<file path="src/rtl/core/sfsm_pkg.sv">
// Shared types, constants and field layout for the serial frame statistics monitor.
package sfsm_pkg;

  // Sliding error window length in items
  localparam int unsigned WINDOW_SIZE = 32;

  // Field widths
  localparam int unsigned ERR_W    = 4;
  localparam int unsigned TS_W     = 32;
  localparam int unsigned LEN_W    = 16;
  localparam int unsigned BYTE_W   = 8;
  localparam int unsigned CNT_W    = 32;
  localparam int unsigned WSUM_W   = 8;
  localparam int unsigned CFG_IDX_W  = 2;
  localparam int unsigned CFG_DATA_W = 8;

  // Register indexes on the configuration port
  localparam logic [CFG_IDX_W-1:0] REG_CHECK_ENABLE = 2'd0;
  localparam logic [CFG_IDX_W-1:0] REG_HEAD_BYTE    = 2'd1;
  localparam logic [CFG_IDX_W-1:0] REG_TAIL_BYTE    = 2'd2;

  // Operation codes carried on the input tuser
  localparam logic OP_LINE_ERROR = 1'b0;
  localparam logic OP_FRAME      = 1'b1;

  // Input tdata layout, lowest bit first
  localparam int unsigned IN_ERR_LO   = 0;
  localparam int unsigned IN_TS_LO    = IN_ERR_LO + ERR_W;
  localparam int unsigned IN_LEN_LO   = IN_TS_LO + TS_W;
  localparam int unsigned IN_FIRST_LO = IN_LEN_LO + LEN_W;
  localparam int unsigned IN_LAST_LO  = IN_FIRST_LO + BYTE_W;
  localparam int unsigned IN_USED_W   = IN_LAST_LO + BYTE_W;
  localparam int unsigned IN_DATA_W   = ((IN_USED_W + 7) / 8) * 8;

  // Output tdata layout, lowest bit first
  localparam int unsigned OUT_GOOD_LO   = 0;
  localparam int unsigned OUT_GFR_LO    = OUT_GOOD_LO + 1;
  localparam int unsigned OUT_BFR_LO    = OUT_GFR_LO + CNT_W;
  localparam int unsigned OUT_MIN_LO    = OUT_BFR_LO + CNT_W;
  localparam int unsigned OUT_MAX_LO    = OUT_MIN_LO + CNT_W;
  localparam int unsigned OUT_TOT_LO    = OUT_MAX_LO + CNT_W;
  localparam int unsigned OUT_MEAN_LO   = OUT_TOT_LO + CNT_W;
  localparam int unsigned OUT_WIN_LO    = OUT_MEAN_LO + CNT_W;
  localparam int unsigned OUT_FRM_LO    = OUT_WIN_LO + WSUM_W;
  localparam int unsigned OUT_PAR_LO    = OUT_FRM_LO + CNT_W;
  localparam int unsigned OUT_OVR_LO    = OUT_PAR_LO + CNT_W;
  localparam int unsigned OUT_NOI_LO    = OUT_OVR_LO + CNT_W;
  localparam int unsigned OUT_USED_W    = OUT_NOI_LO + CNT_W;
  localparam int unsigned OUT_DATA_W    = ((OUT_USED_W + 7) / 8) * 8;

  // Controller states
  typedef enum logic [3:0] {
    ST_IDLE = 4'b0001,
    ST_CALC = 4'b0010,
    ST_DIV  = 4'b0100,
    ST_LOAD = 4'b1000
  } state_t;

  // Controller to datapath commands
  typedef struct packed {
    logic capture;    // latch an accepted request
    logic calc;       // apply the request to the statistics
    logic div_start;  // launch the mean division
    logic load_mean;  // take the quotient into the mean
    logic load_out;   // copy the statistics into the output register
  } cmd_t;

  // Datapath to controller status
  typedef struct packed {
    logic need_div;   // captured request updates the mean
    logic div_busy;   // divider still iterating
  } status_t;

endpackage

</file>
<file path="src/rtl/core/sfsm_div.sv">
// Restoring unsigned 32-bit divider, one quotient bit per cycle.
module sfsm_div (
  input  logic                       clk,
  input  logic                       rst,
  input  logic                       start,
  input  logic [sfsm_pkg::CNT_W-1:0] dividend,
  input  logic [sfsm_pkg::CNT_W-1:0] divisor,
  output logic                       busy,
  output logic [sfsm_pkg::CNT_W-1:0] quotient
);
  import sfsm_pkg::*;

  localparam int unsigned STEP_W = $clog2(CNT_W + 1);

  logic [STEP_W-1:0] steps;
  logic [CNT_W-1:0]  rem;
  logic [CNT_W-1:0]  quo;
  logic [CNT_W-1:0]  dvs;
  logic [CNT_W:0]    rem_shift;
  logic [CNT_W:0]    diff;
  logic              neg;

  // Trial subtraction for the current bit
  assign rem_shift = {rem, quo[CNT_W-1]};
  assign diff      = rem_shift - {1'b0, dvs};
  assign neg       = diff[CNT_W];

  // Step counter
  always_ff @(posedge clk) begin
    if (rst) begin
      steps <= '0;
    end else if (start) begin
      steps <= STEP_W'(CNT_W);
    end else if (steps != '0) begin
      steps <= steps - STEP_W'(1);
    end
  end

  // Remainder and quotient shift registers
  always_ff @(posedge clk) begin
    if (start) begin
      rem <= '0;
      quo <= dividend;
      dvs <= divisor;
    end else if (steps != '0) begin
      rem <= neg ? rem_shift[CNT_W-1:0] : diff[CNT_W-1:0];
      quo <= {quo[CNT_W-2:0], ~neg};
    end
  end

  assign busy     = (steps != '0);
  assign quotient = quo;

endmodule

</file>
<file path="src/rtl/core/sfsm_ctrl.sv">
// Sequencing state machine and output valid flag for the statistics monitor.
module sfsm_ctrl (
  input  logic              clk,
  input  logic              rst,
  input  logic              s_tvalid,
  output logic              s_tready,
  output logic              m_tvalid,
  input  logic              m_tready,
  input  sfsm_pkg::status_t status,
  output sfsm_pkg::cmd_t    cmd
);
  import sfsm_pkg::*;

  state_t state;
  state_t state_next;
  logic   out_valid;
  logic   out_free;

  assign out_free = !out_valid || m_tready;
  assign s_tready = (state == ST_IDLE);
  assign m_tvalid = out_valid;

  // Next state and commands
  always_comb begin
    state_next = state;
    cmd        = '0;
    case (state)
      ST_IDLE: begin
        if (s_tvalid) begin
          cmd.capture = 1'b1;
          state_next  = ST_CALC;
        end
      end
      ST_CALC: begin
        cmd.calc = 1'b1;
        if (status.need_div) begin
          cmd.div_start = 1'b1;
          state_next    = ST_DIV;
        end else begin
          state_next = ST_LOAD;
        end
      end
      ST_DIV: begin
        if (!status.div_busy) begin
          cmd.load_mean = 1'b1;
          state_next    = ST_LOAD;
        end
      end
      ST_LOAD: begin
        if (out_free) begin
          cmd.load_out = 1'b1;
          state_next   = ST_IDLE;
        end
      end
      default: begin
        state_next = ST_IDLE;
      end
    endcase
  end

  // State register
  always_ff @(posedge clk) begin
    if (rst) begin
      state <= ST_IDLE;
    end else begin
      state <= state_next;
    end
  end

  // Output valid: set on load, cleared once the result is taken
  always_ff @(posedge clk) begin
    if (rst) begin
      out_valid <= 1'b0;
    end else if (cmd.load_out) begin
      out_valid <= 1'b1;
    end else if (m_tready) begin
      out_valid <= 1'b0;
    end
  end

endmodule

</file>
<file path="src/rtl/core/sfsm_datapath.sv">
// Statistics registers, error window, configuration and output register.
module sfsm_datapath (
  input  logic                            clk,
  input  logic                            rst,
  input  sfsm_pkg::cmd_t                  cmd,
  output sfsm_pkg::status_t               status,
  input  logic                            cfg_we,
  input  logic [sfsm_pkg::CFG_IDX_W-1:0]  cfg_index,
  input  logic [sfsm_pkg::CFG_DATA_W-1:0] cfg_data,
  input  logic                            operation,
  input  logic [sfsm_pkg::ERR_W-1:0]      line_errors,
  input  logic [sfsm_pkg::TS_W-1:0]       timestamp_us,
  input  logic [sfsm_pkg::LEN_W-1:0]      frame_length,
  input  logic [sfsm_pkg::BYTE_W-1:0]     first_byte,
  input  logic [sfsm_pkg::BYTE_W-1:0]     last_byte,
  output logic                            event_good,
  output logic [sfsm_pkg::CNT_W-1:0]      good_frames,
  output logic [sfsm_pkg::CNT_W-1:0]      bad_frames,
  output logic [sfsm_pkg::CNT_W-1:0]      min_gap,
  output logic [sfsm_pkg::CNT_W-1:0]      max_gap,
  output logic [sfsm_pkg::CNT_W-1:0]      total_gap,
  output logic [sfsm_pkg::CNT_W-1:0]      mean_gap,
  output logic [sfsm_pkg::WSUM_W-1:0]     window_errors,
  output logic [sfsm_pkg::CNT_W-1:0]      framing_errors,
  output logic [sfsm_pkg::CNT_W-1:0]      parity_errors,
  output logic [sfsm_pkg::CNT_W-1:0]      overrun_errors,
  output logic [sfsm_pkg::CNT_W-1:0]      noise_errors
);
  import sfsm_pkg::*;

  // Configuration
  logic              check_enable;
  logic [BYTE_W-1:0] head_byte;
  logic [BYTE_W-1:0] tail_byte;

  // Captured request
  logic              cap_op;
  logic [ERR_W-1:0]  cap_errs;
  logic [TS_W-1:0]   cap_ts;
  logic [LEN_W-1:0]  cap_len;
  logic [BYTE_W-1:0] cap_first;
  logic [BYTE_W-1:0] cap_last;

  // Statistics
  logic [WINDOW_SIZE-1:0] window_bits;
  logic [WSUM_W-1:0]      window_sum;
  logic [TS_W-1:0]        last_time;
  logic [CNT_W-1:0]       good_count;
  logic [CNT_W-1:0]       bad_count;
  logic [CNT_W-1:0]       gap_min;
  logic [CNT_W-1:0]       gap_max;
  logic [CNT_W-1:0]       gap_total;
  logic [CNT_W-1:0]       gap_mean;
  logic [CNT_W-1:0]       err_count [ERR_W];
  logic                   item_good;

  // Update logic
  logic [CNT_W-1:0] gap;
  logic [CNT_W-1:0] gap_total_next;
  logic             frame_good;
  logic             req_good;
  logic             err_bit;
  logic             oldest;
  logic             div_busy;
  logic [CNT_W-1:0] quotient;

  assign gap            = cap_ts - last_time;
  assign gap_total_next = gap_total + gap;
  assign frame_good     = !check_enable ||
                          ((cap_len != '0) && (cap_first == head_byte) &&
                           (cap_last == tail_byte));
  assign req_good       = (cap_op == OP_FRAME) ? frame_good : (cap_errs == '0);
  assign err_bit        = !req_good;
  assign oldest         = window_bits[WINDOW_SIZE-1];

  assign status.need_div = (cap_op == OP_FRAME) && (good_count != '0);
  assign status.div_busy = div_busy;

  // Mean divider: new total over the good count before this frame
  sfsm_div u_div (
    .clk      (clk),
    .rst      (rst),
    .start    (cmd.div_start),
    .dividend (gap_total_next),
    .divisor  (good_count),
    .busy     (div_busy),
    .quotient (quotient)
  );

  // Configuration registers
  always_ff @(posedge clk) begin
    if (rst) begin
      check_enable <= 1'b0;
      head_byte    <= '0;
      tail_byte    <= '0;
    end else if (cfg_we) begin
      case (cfg_index)
        REG_CHECK_ENABLE: check_enable <= cfg_data[0];
        REG_HEAD_BYTE:    head_byte    <= cfg_data[BYTE_W-1:0];
        REG_TAIL_BYTE:    tail_byte    <= cfg_data[BYTE_W-1:0];
        default: ;
      endcase
    end
  end

  // Request capture
  always_ff @(posedge clk) begin
    if (cmd.capture) begin
      cap_op    <= operation;
      cap_errs  <= line_errors;
      cap_ts    <= timestamp_us;
      cap_len   <= frame_length;
      cap_first <= first_byte;
      cap_last  <= last_byte;
    end
  end

  // Error window: shift line, oldest bit leaves at the top
  always_ff @(posedge clk) begin
    if (rst) begin
      window_bits <= '0;
      window_sum  <= '0;
    end else if (cmd.calc) begin
      window_bits <= WINDOW_SIZE'({window_bits, err_bit});
      window_sum  <= window_sum - WSUM_W'(oldest) + WSUM_W'(err_bit);
    end
  end

  // Line error counters, one per bit
  always_ff @(posedge clk) begin
    if (rst) begin
      for (int i = 0; i < ERR_W; i++) begin
        err_count[i] <= '0;
      end
    end else if (cmd.calc && (cap_op == OP_LINE_ERROR)) begin
      for (int i = 0; i < ERR_W; i++) begin
        if (cap_errs[i]) begin
          err_count[i] <= err_count[i] + CNT_W'(1);
        end
      end
    end
  end

  // Frame statistics
  always_ff @(posedge clk) begin
    if (rst) begin
      last_time  <= '0;
      good_count <= '0;
      bad_count  <= '0;
      gap_min    <= '0;
      gap_max    <= '0;
      gap_total  <= '0;
      gap_mean   <= '0;
    end else begin
      if (cmd.calc && (cap_op == OP_FRAME)) begin
        if (good_count == '0) begin
          // no good frame yet: reset the extremes
          gap_min <= '1;
          gap_max <= '0;
        end else begin
          if (gap > gap_max) gap_max <= gap;
          if (gap < gap_min) gap_min <= gap;
          gap_total <= gap_total_next;
        end
        last_time <= cap_ts;
        if (frame_good) begin
          good_count <= good_count + CNT_W'(1);
        end else begin
          bad_count <= bad_count + CNT_W'(1);
        end
      end
      if (cmd.load_mean) begin
        gap_mean <= quotient;
      end
    end
  end

  // Verdict of the request in flight
  always_ff @(posedge clk) begin
    if (cmd.calc) begin
      item_good <= req_good;
    end
  end

  // Output register
  always_ff @(posedge clk) begin
    if (cmd.load_out) begin
      event_good     <= item_good;
      good_frames    <= good_count;
      bad_frames     <= bad_count;
      min_gap        <= gap_min;
      max_gap        <= gap_max;
      total_gap      <= gap_total;
      mean_gap       <= gap_mean;
      window_errors  <= window_sum;
      framing_errors <= err_count[0];
      parity_errors  <= err_count[1];
      overrun_errors <= err_count[2];
      noise_errors   <= err_count[3];
    end
  end

endmodule

</file>
<file path="src/rtl/core/serial_frame_statistics_monitor.sv">
// Top level of the serial frame statistics monitor.
//
// Takes line-error reports and received-frame events from a serial receiver
// and returns one result per request carrying the full statistics after the
// update: frame counts, interval minimum, maximum, total and mean, the number
// of errors in a sliding window of the last WINDOW_SIZE requests and the
// per-type line error counts. One request is in work at a time; a result
// waiting in the output register does not block the next request. A line-
// error report, or a frame event before the first good frame, goes from
// the idle state through the calc and load states; any other frame event
// also passes the divide state, where it waits on the mean division, which
// runs a restoring divider one quotient bit per cycle over 32 bits. A
// result held back by the receiver stalls the request in work at its
// output load. The user must write configuration only while idle; the
// block itself does not enforce it.
module serial_frame_statistics_monitor (
  input  logic                               clk,
  input  logic                               rst,
  // configuration
  input  logic                               cfg_we,
  input  logic [sfsm_pkg::CFG_IDX_W-1:0]     cfg_index,
  input  logic [sfsm_pkg::CFG_DATA_W-1:0]    cfg_data,
  // request stream
  input  logic                               s_tvalid,
  output logic                               s_tready,
  // line_errors[3:0], timestamp_us[35:4], frame_length[51:36],
  // first_byte[59:52], last_byte[67:60], zero pad
  input  logic [sfsm_pkg::IN_DATA_W-1:0]     s_tdata,
  // operation
  input  logic                               s_tuser,
  // result stream
  output logic                               m_tvalid,
  input  logic                               m_tready,
  // event_good[0], good_frames[32:1], bad_frames[64:33], min_gap[96:65],
  // max_gap[128:97], total_gap[160:129], mean_gap[192:161],
  // window_errors[200:193], framing_errors[232:201], parity_errors[264:233],
  // overrun_errors[296:265], noise_errors[328:297], zero pad
  output logic [sfsm_pkg::OUT_DATA_W-1:0]    m_tdata
);
  import sfsm_pkg::*;

  cmd_t    cmd;
  status_t status;

  logic              event_good;
  logic [CNT_W-1:0]  good_frames;
  logic [CNT_W-1:0]  bad_frames;
  logic [CNT_W-1:0]  min_gap;
  logic [CNT_W-1:0]  max_gap;
  logic [CNT_W-1:0]  total_gap;
  logic [CNT_W-1:0]  mean_gap;
  logic [WSUM_W-1:0] window_errors;
  logic [CNT_W-1:0]  framing_errors;
  logic [CNT_W-1:0]  parity_errors;
  logic [CNT_W-1:0]  overrun_errors;
  logic [CNT_W-1:0]  noise_errors;

  // Controller
  sfsm_ctrl u_ctrl (
    .clk      (clk),
    .rst      (rst),
    .s_tvalid (s_tvalid),
    .s_tready (s_tready),
    .m_tvalid (m_tvalid),
    .m_tready (m_tready),
    .status   (status),
    .cmd      (cmd)
  );

  // Datapath
  sfsm_datapath u_dp (
    .clk            (clk),
    .rst            (rst),
    .cmd            (cmd),
    .status         (status),
    .cfg_we         (cfg_we),
    .cfg_index      (cfg_index),
    .cfg_data       (cfg_data),
    .operation      (s_tuser),
    .line_errors    (s_tdata[IN_ERR_LO +: ERR_W]),
    .timestamp_us   (s_tdata[IN_TS_LO +: TS_W]),
    .frame_length   (s_tdata[IN_LEN_LO +: LEN_W]),
    .first_byte     (s_tdata[IN_FIRST_LO +: BYTE_W]),
    .last_byte      (s_tdata[IN_LAST_LO +: BYTE_W]),
    .event_good     (event_good),
    .good_frames    (good_frames),
    .bad_frames     (bad_frames),
    .min_gap        (min_gap),
    .max_gap        (max_gap),
    .total_gap      (total_gap),
    .mean_gap       (mean_gap),
    .window_errors  (window_errors),
    .framing_errors (framing_errors),
    .parity_errors  (parity_errors),
    .overrun_errors (overrun_errors),
    .noise_errors   (noise_errors)
  );

  // Result packing, lowest field first
  assign m_tdata = OUT_DATA_W'({noise_errors, overrun_errors, parity_errors,
                                framing_errors, window_errors, mean_gap,
                                total_gap, max_gap, min_gap, bad_frames,
                                good_frames, event_good});

endmodule
</file>
<file path="config.mk">
export PLATFORM = sky130hd
export DESIGN_NAME = serial_frame_statistics_monitor
export DESIGN_NICKNAME = d
export VERILOG_FILES = /design/src/rtl/core/sfsm_pkg.sv /design/src/rtl/core/sfsm_div.sv /design/src/rtl/core/sfsm_ctrl.sv /design/src/rtl/core/sfsm_datapath.sv /design/src/rtl/core/serial_frame_statistics_monitor.sv
export SDC_FILE = /design/constraint.sdc
export NUM_CORES = 1
export LEC_CHECK = 0
export BUFFER_PORTS_ARGS = -buffer_cell sky130_fd_sc_hd__buf_4
export CORE_UTILIZATION = 53
export CTS_CLUSTER_SIZE = 25
export DETAILED_ROUTE_END_ITERATION = 10
export MAX_ROUTING_LAYER = met4
export PLACE_DENSITY = 0.87
export SYNTH_ARGS = -nofsm -noshare
export SYNTH_HDL_FRONTEND = slang
export SYNTH_SLANG_ARGS = --single-unit
</file>
<file path="constraint.sdc">
create_clock -name clk -period 18.52 [get_ports clk]
set_clock_uncertainty 0.05 [all_clocks]
set_input_delay 2.778 -clock clk [delete_from_list [all_inputs] [get_ports clk]]
set_output_delay 2.778 -clock clk [all_outputs]
set_load 0.05 [all_outputs]
</file>
==> summary.md <==
Run status
- complete, no violations — status

Floorplan
- 275 um — die outline height
- 99 — standard-cell rows
- 275 um — DIE WIDTH
- 75900 um^2 — die area
- 53.9% — starting density of the core
- 426 — I/O pin count
- 73500 um^2 — placeable core region

Clock network
- 670 ps — clk_lat worst skew
- 3 — H-tree lvl count
- yes — CTS tree
- 0 — buffers inserted by post-CTS timing repair
- 93 — number of buffers added by the clock tree synthesis step
- 60 ps — clock transition at the registers of the reported paths
- clkbuf_16 — Root Driver
- 0 — number of buffers inserted by hold repair at cts
- 915 — number of sinks handled by clock tree synthesis
- 3 — Max Buffers Root-to-Sink
- 0 — post_cts resized

Route
- 19.2 um — WL/cell
- 0 — DRC violation count after routing
- 5 — drt pass-1 iters
- 5.71 — vias per inst
- 2359 — detailed router's first-iteration violation count
- 0 — final antenna-violating net count
- 95200 um — Routed Wire Length
- 28279 — vias after detailed routing

Place
- 4778 — number of placed cells counting well taps
- 64800 um — HPWL reported at the end of detailed placement
- 414 — PortBufs
- 0.902 — weighted congestion reported at the end of routability-driven placement

Finish
- 4956 — number of cells in the finished layout apart from fillers
- 591 x edfxtp_1, 457 x nand2_1, 441 x buf_4 — commonest cells after routing, fill and taps aside
- edfxtp_1 — commonest non-fill, non-tap cell in the layout
- 16.1% — fraction of final layout cells sized beyond drive strength 1
- 128 — number of flip-flops in the largest register
- 18.6% — synthesis-to-layout area growth
- u_dp.err_count — largest register by flop count
- 4179 — nets
- 64.0% — final core utilization

Global route
- 4 — number of antenna violations at the first check in global routing
- 27314 — number of global-route vias before repair
- 146000 um — first-pass GRT wire length
- 90 — pin count of the biggest net entering global routing
- 25.1% — GRT Overall Usage
- 0 — final global-route overflow total

Logic synthesis
- 61.2% — proportion of synthesized chip area in sequential cells
- 591 — EDFF count, synth
- 5.65% — Post-Synth XOR/XNOR Area
- 11.3 um^2 — post-synthesis average cell area
- 39600 um^2 — mapped cell area
- edfxtp_1 — most area-hungry cell type in the Yosys netlist
- 11.0% — area fraction in compound gates after synthesis
- 5.66% — Synth Area in Adders
- 0 — number of warnings issued by yosys
- edfxtp_1 45%, dfxtp_1 16%, ha_1 5.5% — biggest area contributors in the synthesized netlist
- simple AND/OR/NAND/NOR gates — largest family of logic cells by synthesized area
- 915 — Yosys reg bits
- 80 — synth unique cells
- 3498 — number of instances in the synthesized netlist
- 44.8% — post-synth top area share
- 12.9% — area share of and/or/nand/nor cells after synthesis
- 0.606% — portion of netlist area occupied by mux cells
- edfxtp_1 — ys flop type
- 0% — Async SR Flop Fraction

STA
- 25.3% — max_slew headroom
- 0 — count of endpoints failing hold in the final timing report
- 1110 ps — actual slew at the worst max-slew pin
- no — RSZ-0062 raised after global routing
- 0 ps — Setup TNS
- 0 — Final setup violation count
- 0 — final count of pins violating max slew
- 6170 ps — minimum period implied by the final worst setup slack
- 33.3% — final worst-path cycle share
- 383 ps — Post-Route Hold Slack
- 162 MHz — maximum operating frequency

Critical path
- reg2reg — path type of the worst setup path
- 18830 ps — Required @ worst endpoint
- 6 — worst-path fanout max
- 6490 ps — CP Data Arrival Time
- flip-flop — startpoint type of the worst setup path
- 21 — worst reg-to-reg path cell count
- u_dp.u_div.quotient[31] — capturing point of the worst reg2reg path
- 12350 ps — r2r setup slk
- u_dp.cap_ts[0] — Crit. Startpoint
- u_dp.cap_ts[0] — RR Startpoint
- u_dp.u_div.quotient[31] — end of the critical path
- flip-flop — CP Capture Type

Pwr
- 0.0912 mV — Worst IR Drop VDD
- 5.31 mW — Power Total
- 17.7 nW — reported leakage power
- 113 nW/um^2 — power per cell area

Job
- 0 — count of maximum capacitance violations

Worst hold path
- reg2reg — worst min-delay path category

## cells by family after synthesis
family                   Yosys count
AO/OA/AOI/OAI                    687
XOR/XNOR                         254
adder cells (fa/ha/maj)          177
buffers and inverters            311
flip-flops                       915
multiplexers                      24
other                              1
AND/OR/NAND/NOR                 1129
## critical path: stages, from the launching register on
cell and delay, ps:
edfxtp_1 380, inv_1 70, ha_1 150, inv_1 60, fa_1 390, a21o_1 170, a21oi_1 210, o21ai_0 210
a311o_1 470, and2_1 210, a41o_1 250, xor2_1 550, ha_1 430, a21o_1 220, o311a_1 330, o21bai_1 180
o311ai_0 330, a311oi_1 550, o21ai_0 210, xor2_1 180, xnor2_1 200, a21oi_1 90
## per-layer routing
metal / vias up / wire length (um) / GRT usage [%]
li1: 13329 / - / -
met1: 13592 / 39100 / 31.8
met2: 1129 / 45100 / 39.8
met3: 229 / 6790 / 4.11
met4: 0 / 4150 / 11.3
met5: - / 0 / -
## cells in the mapped netlist, drive strengths merged (10+ instances only)
| library cell | count |
|---|---|
| a211oi | 28 |
| edfxtp | 591 |
| o221a | 28 |
| nand2b | 21 |
| a21o | 71 |
| o21a | 14 |
| buf | 18 |
| ha | 173 |
| and3 | 46 |
| nand2 | 458 |
| or3 | 38 |
| nor4 | 19 |
| nand3 | 84 |
| o21bai | 14 |
| and4 | 13 |
| nor3 | 28 |
| and2 | 21 |
| mux2i | 24 |
| xnor2 | 97 |
| nand4 | 57 |
| clkbuf | 109 |
| xor2 | 157 |
| nor2 | 304 |
| nor2b | 17 |
| a31oi | 10 |
| o21ai | 108 |
| a22o | 30 |
| inv | 184 |
| dfxtp | 324 |
| a21oi | 304 |
## metrics by stage
step / area [um^2] / worst slack, ps
after floorplan: 39700 / 132
after global placement: 43700 / 12380
after detailed placement: 43700 / 12250
after CTS: 47000 / 12420
after global routing: 47000 / 11920
final: 47000 / 12350
## power breakdown
group          internal (mW)  switching [mW]
sequential              2.30          0.0861
clock                   1.19           0.811
combinational          0.367           0.554
## final cells by class
type	count	area [um^2]
flip-flops and latches	915	24200
fillers	5210	26500
inverters	184	691
clock buffers	126	2540
well taps	959	1200
repair buffers	442	3320
multi-input cells	2278	14300
diodes	3	7.51
clock inverters	49	748
## how the worst min path moves through the flow
| stage | from | end | slack, ps | depth (start not counted) |
|---|---|---|---|---|
| 5_1_grt | u_dp.gap_mean[30] | u_dp.mean_gap[30] | 390 | 0 |
| 3_5_place_dp | u_dp.gap_mean[21] | u_dp.mean_gap[21] | 360 | 0 |
| 2_1_floorplan | u_dp.item_good | u_dp.event_good | 350 | 0 |
| 6_report | u_dp.gap_mean[21] | u_dp.mean_gap[21] | 380 | 0 |
| 3_3_place_gp | u_dp.item_good | u_dp.event_good | 350 | 0 |
| 4_1_cts | u_dp.gap_mean[21] | u_dp.mean_gap[21] | 380 | 0 |
Note: power is estimated with default switching activity, not from simulation.
